===== src/rtl/core/bpv_pkg.sv =====
// Package for the BST preorder validator.
// Holds the status codes, controller states, command and status structs.
// Has no dependencies of its own.
package bpv_pkg;

  localparam int unsigned DEFAULT_STACK_DEPTH = 64;
  localparam int unsigned KEY_W = 32;

  typedef enum logic [1:0] {
    STS_OK       = 2'd0,
    STS_ORDER    = 2'd1,
    STS_DUP      = 2'd2,
    STS_OVERFLOW = 2'd3
  } status_e;

  typedef enum logic [1:0] {
    ST_IDLE,
    ST_SCAN,
    ST_POP_WAIT,
    ST_RESP
  } state_e;

  typedef struct packed {
    logic    load_key;
    logic    pop;
    logic    top_load;
    logic    push;
    logic    set_err;
    status_e err_code;
    logic    emit;
  } cmd_t;

  typedef struct packed {
    logic err_active;
    logic below_bound;
    logic dup_bound;
    logic gt_top;
    logic dup_top;
    logic full;
  } sts_t;

endpackage


===== src/rtl/core/bpv_datapath.sv =====
// Datapath of the BST preorder validator: key stack memory, top and bound
// registers, sticky error, duplicate mode register and result register.
// Depends on bpv_pkg.
module bpv_datapath #(
  parameter int unsigned STACK_DEPTH = bpv_pkg::DEFAULT_STACK_DEPTH
) (
  input  logic                          clk_i,
  input  logic                          rst_ni,
  input  logic                          cfg_we_i,
  input  logic                          cfg_data_i,
  input  logic [bpv_pkg::KEY_W-1:0]     key_i,
  input  logic                          last_i,
  input  bpv_pkg::cmd_t                 cmd_i,
  output bpv_pkg::sts_t                 sts_o,
  output logic [1:0]                    status_o,
  output logic                          done_o
);

  localparam int unsigned AW = (STACK_DEPTH > 1) ? $clog2(STACK_DEPTH) : 1;
  localparam int unsigned CW = $clog2(STACK_DEPTH + 1);

  logic [bpv_pkg::KEY_W-1:0] mem [STACK_DEPTH];
  logic signed [bpv_pkg::KEY_W-1:0] rd_q;
  logic signed [bpv_pkg::KEY_W-1:0] key_q;
  logic signed [bpv_pkg::KEY_W-1:0] top_q;
  logic signed [bpv_pkg::KEY_W-1:0] bound_q;
  logic                             last_q;
  logic                             bound_set_q;
  logic [CW-1:0]                    count_q;
  bpv_pkg::status_e                 err_q;
  logic                             reject_q;
  logic [1:0]                       status_q;
  logic                             done_q;
  logic [CW-1:0]                    rd_idx;
  logic [AW-1:0]                    rd_addr;
  logic [AW-1:0]                    wr_addr;
  logic                             clear;
  logic                             nonempty;

  assign rd_idx   = count_q - CW'(2);
  assign rd_addr  = rd_idx[AW-1:0];
  assign wr_addr  = count_q[AW-1:0];
  assign clear    = cmd_i.emit && last_q;
  assign nonempty = (count_q != '0);

  always_ff @(posedge clk_i) begin
    if (cmd_i.push) begin
      mem[wr_addr] <= key_q;
    end
    rd_q <= mem[rd_addr];
  end

  always_ff @(posedge clk_i) begin
    if (cmd_i.load_key) begin
      key_q  <= key_i;
      last_q <= last_i;
    end
    if (cmd_i.push) begin
      top_q <= key_q;
    end else if (cmd_i.top_load) begin
      top_q <= rd_q;
    end
    if (cmd_i.emit) begin
      status_q <= err_q;
      done_q   <= last_q;
    end
  end

  always_ff @(posedge clk_i or negedge rst_ni) begin
    if (!rst_ni) begin
      count_q     <= '0;
      bound_q     <= '0;
      bound_set_q <= 1'b0;
      err_q       <= bpv_pkg::STS_OK;
      reject_q    <= 1'b1;
    end else begin
      if (cfg_we_i) begin
        reject_q <= cfg_data_i;
      end
      priority if (clear) begin
        count_q     <= '0;
        bound_q     <= '0;
        bound_set_q <= 1'b0;
        err_q       <= bpv_pkg::STS_OK;
      end else if (cmd_i.pop) begin
        count_q     <= count_q - CW'(1);
        bound_q     <= top_q;
        bound_set_q <= 1'b1;
      end else if (cmd_i.push) begin
        count_q <= count_q + CW'(1);
      end else if (cmd_i.set_err) begin
        err_q <= cmd_i.err_code;
      end
    end
  end

  always_comb begin
    sts_o.err_active  = (err_q != bpv_pkg::STS_OK);
    sts_o.below_bound = bound_set_q && (key_q < bound_q);
    sts_o.dup_bound   = reject_q && bound_set_q && (key_q == bound_q);
    sts_o.gt_top      = nonempty && (key_q > top_q);
    sts_o.dup_top     = reject_q && nonempty && (key_q == top_q);
    sts_o.full        = (count_q >= CW'(STACK_DEPTH));
  end

  assign status_o = status_q;
  assign done_o   = done_q;

  a_push_room: assert property (@(posedge clk_i) disable iff (!rst_ni)
    cmd_i.push |-> count_q < CW'(STACK_DEPTH))
    else $error("Push issued with a full stack.");

  a_pop_nonempty: assert property (@(posedge clk_i) disable iff (!rst_ni)
    cmd_i.pop |-> nonempty)
    else $error("Pop issued with an empty stack.");

  a_err_sticky: assert property (@(posedge clk_i) disable iff (!rst_ni)
    (err_q != bpv_pkg::STS_OK && !clear) |=> $stable(err_q))
    else $error("Error code changed before the sequence ended.");

endmodule


===== src/rtl/core/bpv_controller.sv =====
// Controller state machine of the BST preorder validator.
// Sequences key load, stack scan, pops, push and result handoff.
// Depends on bpv_pkg.
module bpv_controller (
  input  logic          clk_i,
  input  logic          rst_ni,
  input  logic          in_valid_i,
  output logic          in_ready_o,
  output logic          out_valid_o,
  input  logic          out_ready_i,
  input  bpv_pkg::sts_t sts_i,
  output bpv_pkg::cmd_t cmd_o
);

  bpv_pkg::state_e state_q;
  bpv_pkg::state_e state_d;
  logic            out_valid_q;
  logic            slot_free;

  assign slot_free = !out_valid_q || out_ready_i;

  always_comb begin
    state_d = state_q;
    unique case (state_q)
      bpv_pkg::ST_IDLE: begin
        if (in_valid_i) begin
          state_d = bpv_pkg::ST_SCAN;
        end
      end
      bpv_pkg::ST_SCAN: begin
        priority if (sts_i.err_active || sts_i.below_bound || sts_i.dup_bound) begin
          state_d = bpv_pkg::ST_RESP;
        end else if (sts_i.gt_top) begin
          state_d = bpv_pkg::ST_POP_WAIT;
        end else begin
          state_d = bpv_pkg::ST_RESP;
        end
      end
      bpv_pkg::ST_POP_WAIT: begin
        state_d = bpv_pkg::ST_SCAN;
      end
      bpv_pkg::ST_RESP: begin
        if (slot_free) begin
          state_d = bpv_pkg::ST_IDLE;
        end
      end
      default: begin
        state_d = bpv_pkg::ST_IDLE;
      end
    endcase
  end

  always_comb begin
    cmd_o          = '0;
    cmd_o.err_code = bpv_pkg::STS_OK;
    in_ready_o     = 1'b0;
    unique case (state_q)
      bpv_pkg::ST_IDLE: begin
        in_ready_o     = 1'b1;
        cmd_o.load_key = in_valid_i;
      end
      bpv_pkg::ST_SCAN: begin
        priority if (sts_i.err_active) begin
          cmd_o.set_err = 1'b0;
        end else if (sts_i.below_bound) begin
          cmd_o.set_err  = 1'b1;
          cmd_o.err_code = bpv_pkg::STS_ORDER;
        end else if (sts_i.dup_bound) begin
          cmd_o.set_err  = 1'b1;
          cmd_o.err_code = bpv_pkg::STS_DUP;
        end else if (sts_i.gt_top) begin
          cmd_o.pop = 1'b1;
        end else if (sts_i.dup_top) begin
          cmd_o.set_err  = 1'b1;
          cmd_o.err_code = bpv_pkg::STS_DUP;
        end else if (sts_i.full) begin
          cmd_o.set_err  = 1'b1;
          cmd_o.err_code = bpv_pkg::STS_OVERFLOW;
        end else begin
          cmd_o.push = 1'b1;
        end
      end
      bpv_pkg::ST_POP_WAIT: begin
        cmd_o.top_load = 1'b1;
      end
      bpv_pkg::ST_RESP: begin
        cmd_o.emit = slot_free;
      end
      default: begin
        cmd_o.emit = 1'b0;
      end
    endcase
  end

  always_ff @(posedge clk_i or negedge rst_ni) begin
    if (!rst_ni) begin
      state_q     <= bpv_pkg::ST_IDLE;
      out_valid_q <= 1'b0;
    end else begin
      state_q <= state_d;
      if (cmd_o.emit) begin
        out_valid_q <= 1'b1;
      end else if (out_ready_i) begin
        out_valid_q <= 1'b0;
      end
    end
  end

  assign out_valid_o = out_valid_q;

  a_accept_scan: assert property (@(posedge clk_i) disable iff (!rst_ni)
    (in_valid_i && in_ready_o) |=> state_q == bpv_pkg::ST_SCAN)
    else $error("Accepted item did not start a scan.");

  a_wait_after_pop: assert property (@(posedge clk_i) disable iff (!rst_ni)
    (state_q == bpv_pkg::ST_POP_WAIT) |-> $past(cmd_o.pop))
    else $error("Pop wait entered without a pop.");

  a_resp_holds: assert property (@(posedge clk_i) disable iff (!rst_ni)
    (state_q == bpv_pkg::ST_RESP && out_valid_q && !out_ready_i)
      |=> state_q == bpv_pkg::ST_RESP)
    else $error("Result handoff left while the output slot was busy.");

endmodule


===== src/rtl/core/bst_preorder_validator_unit.sv =====
// Top level of the BST preorder validator.
// Instantiates bpv_controller and bpv_datapath; depends on bpv_pkg.
//
// Channel  | Direction | Payload
// s_axis   | in        | tdata[31:0] key (signed), tlast final_key
// m_axis   | out       | tdata[1:0] status, tdata[7:2] zero, tlast sequence_done
// cfg      | in        | data[0] reject_duplicates
//
// An accepted item enters ST_SCAN; each key it pops passes through ST_SCAN
// and ST_POP_WAIT, where the new top is loaded from the registered stack
// memory read. The result is then handed off from ST_RESP, and the unit
// returns to ST_IDLE to take the next item. One item is in work at a time.
// Reset clears the stack count, bound, error and sets reject_duplicates to 1.
// A stalled result is held in the output register; the next item is taken
// once the result of the previous one is in that register.
module bst_preorder_validator_unit #(
  parameter int unsigned STACK_DEPTH = bpv_pkg::DEFAULT_STACK_DEPTH
) (
  input  logic        clk_i,
  input  logic        rst_ni,
  input  logic        s_axis_tvalid_i,
  output logic        s_axis_tready_o,
  input  logic [31:0] s_axis_tdata_i,   // [31:0] key
  input  logic        s_axis_tlast_i,
  output logic        m_axis_tvalid_o,
  input  logic        m_axis_tready_i,
  output logic [7:0]  m_axis_tdata_o,   // [1:0] status, [7:2] zero
  output logic        m_axis_tlast_o,
  input  logic        cfg_valid_i,
  output logic        cfg_ready_o,
  input  logic        cfg_data_i
);

  bpv_pkg::cmd_t cmd;
  bpv_pkg::sts_t sts;
  logic [1:0]    status;

  assign cfg_ready_o = 1'b1;

  bpv_controller u_ctrl (
    .clk_i       (clk_i),
    .rst_ni      (rst_ni),
    .in_valid_i  (s_axis_tvalid_i),
    .in_ready_o  (s_axis_tready_o),
    .out_valid_o (m_axis_tvalid_o),
    .out_ready_i (m_axis_tready_i),
    .sts_i       (sts),
    .cmd_o       (cmd)
  );

  bpv_datapath #(
    .STACK_DEPTH (STACK_DEPTH)
  ) u_dp (
    .clk_i      (clk_i),
    .rst_ni     (rst_ni),
    .cfg_we_i   (cfg_valid_i),
    .cfg_data_i (cfg_data_i),
    .key_i      (s_axis_tdata_i),
    .last_i     (s_axis_tlast_i),
    .cmd_i      (cmd),
    .sts_o      (sts),
    .status_o   (status),
    .done_o     (m_axis_tlast_o)
  );

  assign m_axis_tdata_o = {6'b0, status};

endmodule

===== config.mk =====
export PLATFORM = sky130hd
export DESIGN_NAME = bst_preorder_validator_unit
export DESIGN_NICKNAME = d
export VERILOG_FILES = /design/src/rtl/core/bpv_pkg.sv /design/src/rtl/core/bpv_datapath.sv /design/src/rtl/core/bpv_controller.sv /design/src/rtl/core/bst_preorder_validator_unit.sv
export SDC_FILE = /design/constraint.sdc
export NUM_CORES = 2
export LEC_CHECK = 0
export ABC_AREA = 1
export BUFFER_PORTS_ARGS = -buffer_cell sky130_fd_sc_hd__buf_4
export CAP_MARGIN = 10
export CORE_AREA = 2 2 470 472
export CTS_CLUSTER_SIZE = 16
export DETAILED_ROUTE_END_ITERATION = 12
export DIE_AREA = 0 0 472 474
export PLACE_DENSITY = 0.57
export SKIP_LAST_GASP = 1
export SYNTH_ARGS = -nofsm -noshare
export SYNTH_HDL_FRONTEND = slang
export SYNTH_SLANG_ARGS = --single-unit

===== constraint.sdc =====
create_clock -name clk_i -period 6.86 [get_ports clk_i]
set_input_delay 0.686 -clock clk_i [delete_from_list [all_inputs] [get_ports clk_i]]
set_output_delay 0.686 -clock clk_i [all_outputs]
set_load 0.02 [all_outputs]

Yosys cells after proc, flatten, opt, wreduce, memory -nomap -nowiden
Memories as Yosys holds them, arrays and structs flattened. A register that Yosys moved wholly into a read port is not among the register bits.
Cells that the tools add are included.
- register bits: 114
- RAM bits: 2048
- bits of input ports: 39
- output and inout port bits: 12
- word-level logic and storage cells: 93
- memories kept: 1
- add/subtract/negate cells: 3
- order comparisons: 3
- equality and inequality tests: 9
- mux-type cells: 44
- reduce and logical (&&, ||, !) cells: 21
- memory list (name ; depth ; bits a word ; rd ports ; clocked after Yosys merged registers in ; wr ports ; line ; RTL):
    u_dp.mem ; 64 ; 32 ; 1 ; 1 ; 1 ; bpv_datapath.sv:22 ; logic [bpv_pkg::KEY_W-1:0] mem [STACK_DEPTH];
- operators with widths (operator ; number):
    32-bit 2-to-1 mux ; 4
    32-bit equality test ; 2
    32-bit > comparator ; 1
    32-bit < comparator ; 1
    1-bit 2-to-1 mux ; 22
    7-bit 2-to-1 mux ; 3
    2-bit 2-to-1 mux ; 8
    3-bit 2-to-1 mux ; 4
    2-bit nonzero test ; 5
    4-bit 2-to-1 mux ; 2
    2-bit case mux with 4 select lines ; 1
    7-bit by 1-bit adder with 7-bit output (second input constant) ; 1
    7-bit >= comparator (second input constant) ; 1
    1-bit logical AND ; 7
    7-bit nonzero test ; 1
    7-bit by 1-bit subtractor with 7-bit output (second input constant) ; 1
    2-bit by 1-bit inequality test with 1-bit output (second input constant) ; 3
    6-bit by 2-bit subtractor with 6-bit output (second input constant) ; 1
    2-bit equality test (second input constant) ; 2
    1-bit logical OR ; 3
    3-bit AND reduction ; 1
    3-bit nonzero test ; 1
    2-bit by 1-bit equality test with 1-bit output (second input constant) ; 1
    2-bit logical NOT ; 1
    3 further kinds ; 3

Longest topological paths before layout
- depth in word-level cells: 13
- mapped depth: 29
- mapped depth without buffers: 28

Hierarchy
A second synthesis with hierarchy kept.
- cells, all modules: 7346
- area, all modules: 89684.8 sq um
- by module, submodules not included (module ; times used ; cells an instance ; area an instance (sq um) ; seq. area each (sq um)):
    bpv_datapath ; 1 ; 7295 ; 89377.0 ; 65258.8
    bpv_controller ; 1 ; 42 ; 247.7 ; 75.1
    bst_preorder_validator_unit ; 1 ; 9 ; 60.1 ; 0.0

Least setup slack after synthesis
OpenSTA, ideal clock, no wires.
- path type: reg2reg
- from: register u_dp.key_q[31] (netlist name)
- to: memory u_dp.mem[13][0] (netlist name), enable pin
- library setup time: 421 ps
- arrival time: 4107 ps
- required time: 6439 ps
- slack: 2332 ps
- stages on the path, launching flop included: 13
- path buffers: 1
- clock period less this slack: 4528 ps
- cell sequence: edfxtp_1 ha_1 a21oi_1 o21a_1 nand2_1 a21oi_1 nand3_1 nand3_2 nand3_2 nor2_4 buf_8 nand3_4 nor2_1
- word-level cells in the longest chain between the ends: 10
- elaborated cells on any way between the ends: 16
- those cells by class: order compare: 2; eq/ne: 2; mux: 8; reduce/logical: 4
- ends and longest elaborated chain (element ; line ; RTL):
    start: declaration ; bpv_datapath.sv:24 ; logic signed [bpv_pkg::KEY_W-1:0] key_q;
    start signal: assignment ; bpv_datapath.sv:55 ; key_q <= key_i;
    parallel branches: the longest is 5 deep, another holds 32-bit > comparator ; n/a ;
    1-bit 2-to-1 mux * ; bpv_controller.sv:65 ; end else if (sts_i.below_bound) begin
    1-bit 2-to-1 mux * ; bpv_controller.sv:63 ; priority if (sts_i.err_active) begin
    4-bit 2-to-1 mux * ; bpv_controller.sv:57 ; unique case (state_q)
    1-bit 2-to-1 mux * ; bpv_datapath.sv:47 ; if (cmd_i.push) begin
    1-bit 2-to-1 mux (not written as such) * ; bpv_datapath.sv:48 ; mem[wr_addr] <= key_q;
    end: declaration ; bpv_datapath.sv:22 ;
Every way passes the cells marked *.

Final worst setup path
- from: register u_dp.key_q[4] (netlist name)
- to: register u_dp.count_q[6]
- word-level cells in the longest chain between the ends: 9
- elaborated cells on any way between the ends: 22
- those cells by class: order compare: 2; eq/ne: 2; mux: 13; reduce/logical: 5
- ends and longest elaborated chain (element ; line ; RTL):
    32-bit > comparator or 32-bit equality test (tied branches) ; bpv_datapath.sv:101, bpv_datapath.sv:102 ;
    1-bit logical AND, on equally long branches ; bpv_datapath.sv:101, bpv_datapath.sv:102 ;
    1-bit 2-to-1 mux, on equally long branches ; bpv_controller.sv:71, bpv_controller.sv:73 ;
    1-bit 2-to-1 mux or 4-bit 2-to-1 mux (tied branches) ; bpv_controller.sv:68, bpv_controller.sv:71 ;
    1-bit 2-to-1 mux, on equally long branches ; bpv_controller.sv:65, bpv_controller.sv:68 ;
    1-bit 2-to-1 mux, on equally long branches ; bpv_controller.sv:63, bpv_controller.sv:65 ;
    1-bit 2-to-1 mux, on equally long branches ; bpv_controller.sv:57, bpv_controller.sv:63 ;
    7-bit 2-to-1 mux or 4-bit 2-to-1 mux (tied branches) ; bpv_datapath.sv:85, bpv_controller.sv:57 ;
    7-bit 2-to-1 mux or 3-bit nonzero test (tied branches) ; n/a ;
    end signal: assignment ; bpv_datapath.sv:86 ; count_q <= count_q - CW'(1);
    end signal: assignment ; bpv_datapath.sv:90 ; count_q <= count_q + CW'(1);
    end: declaration ; bpv_datapath.sv:29 ; logic [CW-1:0] count_q;
Several ways; a longest one is shown, not always the timed one.
A chain may end at the register's enable or synchronous reset.

==> metrics.cfg <==
[outcome]
status=completed

[route]
vias=57400
wl_mm=277
vias_per_cell=5.90
first_pass_iters=5
avgRoutedWirePerCell_um=28.5
antenna_left=0
drc=0
drt_iter0_drc=7875

[floorplanning]
chipHeight_um=474
fp.dieW_um=472
fp-row-count=172
pin_count=51
start_util_pct=39.8
fp.coreArea_mm2=0.219
die-area_mm2=0.224

[synth]
synth_adder_area_share_pct=1.09
ys_top_cells_by_count=2,116 x edfxtp_1, 1,488 x nor2_1, 1,297 x o21ai_0
synth_cell_type_count=46
yosysSeqAreaShare_pct=75.1
synth_xor_area_share_pct=0.0777
syn_area_mm2=0.0870
synth.most_common_cell=edfxtp_1
async_reset_ff_share_pct=2.10
synth_edf_count=2116
synth_top_area_cell=edfxtp_1
synth_cells=6677
synth.avg_cell_area_um2=13.0
synth_seq_cells=2194
synth_warnings=0
yosys.area_share.simple_pct=8.04
synthMuxAreaShare_pct=0.0130
synth_area_leaders=edfxtp_1 73%, o21ai_0 7.5%, nor2_1 6.4%, o22ai_1 4.3%, clkbuf_1 1.4%
yosys_most_used_dff=edfxtp_1
synth_compound_area_share_pct=12.9
synth_top_family_by_area=compound AO/OA/AOI/OAI gates
synth_top_area_share_pct=73.1

[global_routing]
grt_usage_pct=24.3
grt_pass1_vias=54200
overflow=0
grt_pass1_wl_mm=397
antenna_found_initial=24
grt_start_max_net_pins=168

[setup_path]
crit_arrival_ps=6120
startpoint_type=flip-flop
critPathRequiredTime_ps=7670
critPathSlowestCell=edfxtp_1
worst-setup-path-type=reg2reg
crit_top_cell=nand2_1
rr_worst_depth=23
cp_top_family=simple AND/OR/NAND/NOR gates
cp_num_cells=23
crit_fanout=39
crit_chain=ha_1 > nand3_1 > nor2_1 > nand2_1 > nand3_1 > nand2_1 > nand3_1 > nand3_2 > nand3_2 > nor2_2 > nand2_1 > inv_2 > ha_1 > a21oi_1 > nand2_1 > nand2_1 > nand2_1 > a21oi_1 > xor2_1 > inv_1 > nand3_1 > nand3_1 > nand2_1
crit_path_end_kind=flip-flop
worst_path_largest_cell_delay_ps=1240
cp_num_buf_inv=2

[cts]
tritoncts.num_buffers=216
hold_buffers=18
cts.sinks=2194
cts_resized=0
postCtsSetupBuffers=0
cts_tree=yes
worstSkewPairLatency_ps=890
clk_pin_slew_ps=60
h-tree-depth=4
cts-root-buf=clkbuf_16
clock_path_buffers=3

[min_path]
hold_class=in2reg
hold_depth=2

[power_and_ir_drop]
p_leak_nw=31.8
finalPower_mw=44.3
ir_worst_vdd_mv=0.379
power.density_mw_per_mm2=451

[job]
drv_cap=0

[finish]
fin_nets=6783
area_growth_pct=13.0
nFillCells=19500
drive_above_1_share_pct=9.13
design_area_mm2=0.0983

[timing]
min_period_ps=5320
hold_viol_final=0
holdWs_ps=51.0
finalMaxSlewViolations=0
period_share_pct=77.5
timing.slew.headroom_pct=10.6
final-setup-viol-count=0
tightest_slew_ps=1340
rsz0062_at_grt=no
fmax_mhz=188
fin_tns_setup_ps=0
finClkSkew_ps=43.9

[placed_design]
post_dp_cell_area_mm2=0.0911
dp_hpwl_mm=161
io_buffers=43
gp_congestion=0.959

registers in the layout, indices dropped and copies added (netlist names):
register and count:
u_ctrl.state_q 2, u_dp.rd_q 32, u_dp.mem 2048, u_dp.count_q 7, u_dp.bound_set_q 1, u_dp.bound_q 32, u_dp.key_q 32, u_dp.err_q 2
u_dp.reject_q 1, u_dp.last_q 1, u_dp.top_q 32, u_dp.done_o 1, u_ctrl.out_valid_o 1, u_dp.status_o 2
worst paths after layout:
kind	from	endpoint	slack, ps
setup / recovery	u_dp.key_q[4]$_DFFE_PP_	u_dp.count_q[6]$_DFFE_PN0P_	1540
hold / removal	cfg_valid_i	u_dp.reject_q$_DFFE_PN1P_	50
setup reg to reg	u_dp.key_q[4]$_DFFE_PP_	u_dp.count_q[6]$_DFFE_PN0P_	1540
hold reg to reg	u_dp.last_q$_DFFE_PP_	u_dp.done_o$_DFFE_PP_	470
max in group asynchronous	rst_ni	u_dp.count_q[1]$_DFFE_PN0P_	5760
min in group asynchronous	rst_ni	u_ctrl.out_valid_o$_DFFE_PN0P_	380
logic make-up after synthesis:
logic type,Yosys count
flip-flops,2194
AO/OA/AOI/OAI,2027
AND/OR/NAND/NOR,1796
buffers and inverters,576
adder cells (fa/ha/maj),75
XOR/XNOR,6
other,2
multiplexers,1
layout make-up:
type	count	area (um2)	share of cell area [%]
tap	2871	3590	3.65
sequential	2194	65300	66.5
inverter	104	420	0.428
timing repair buffer	241	2190	2.23
clock buffer	270	5670	5.77
antenna	6	15.0	0.0153
multi-input combinational	3912	19800	20.2
clock inverter	125	1230	1.25
power breakdown:
group          leakage, nW  switching (mW)  total [mW]  internal, mW
Sequential            19.9           0.396        16.1          15.7
Clock                 3.36            5.23        11.7          6.52
Combinational         8.52            12.6        16.5          3.90
Total                 31.8            18.2        44.3          26.1
layer usage:
metal  part of all wire (%)  track usage (%)  vias to the layer above
li1                       -                -                    24800
met1                     42             34.8                    29100
met2                     44             36.5                     2945
met3                    9.6             5.09                      456
met4                    4.0             9.10                       14
met5                  0.038                0                        -
placed cells by master (no fill, tap or decap), types with 43 or more instances in the layout:
cell type / count
clkbuf_16: 217
o22ai_1: 602
nor2_4: 65
dfrtp_1: 43
clkinv_1: 51
ha_1: 73
clkbuf_1: 49
inv_1: 97
o32ai_1: 57
buf_4: 198
nand2_1: 237
edfxtp_1: 2116
o21ai_0: 1296
nor2_1: 1424
through the flow:
| step | std cells | setup slack, ps | util [%] |
|---|---|---|---|
| after global routing | 9719 | 1230 | 45.0 |
| after global placement | 9292 | 1680 | 41.6 |
| final | 9723 | 1540 | 45.0 |
| after detailed placement | 9299 | 1590 | 41.7 |
| after CTS | 9712 | 1550 | 44.9 |
| after floorplan | 6682 | 2330 | - |
(Power assumes the default switching activity.)
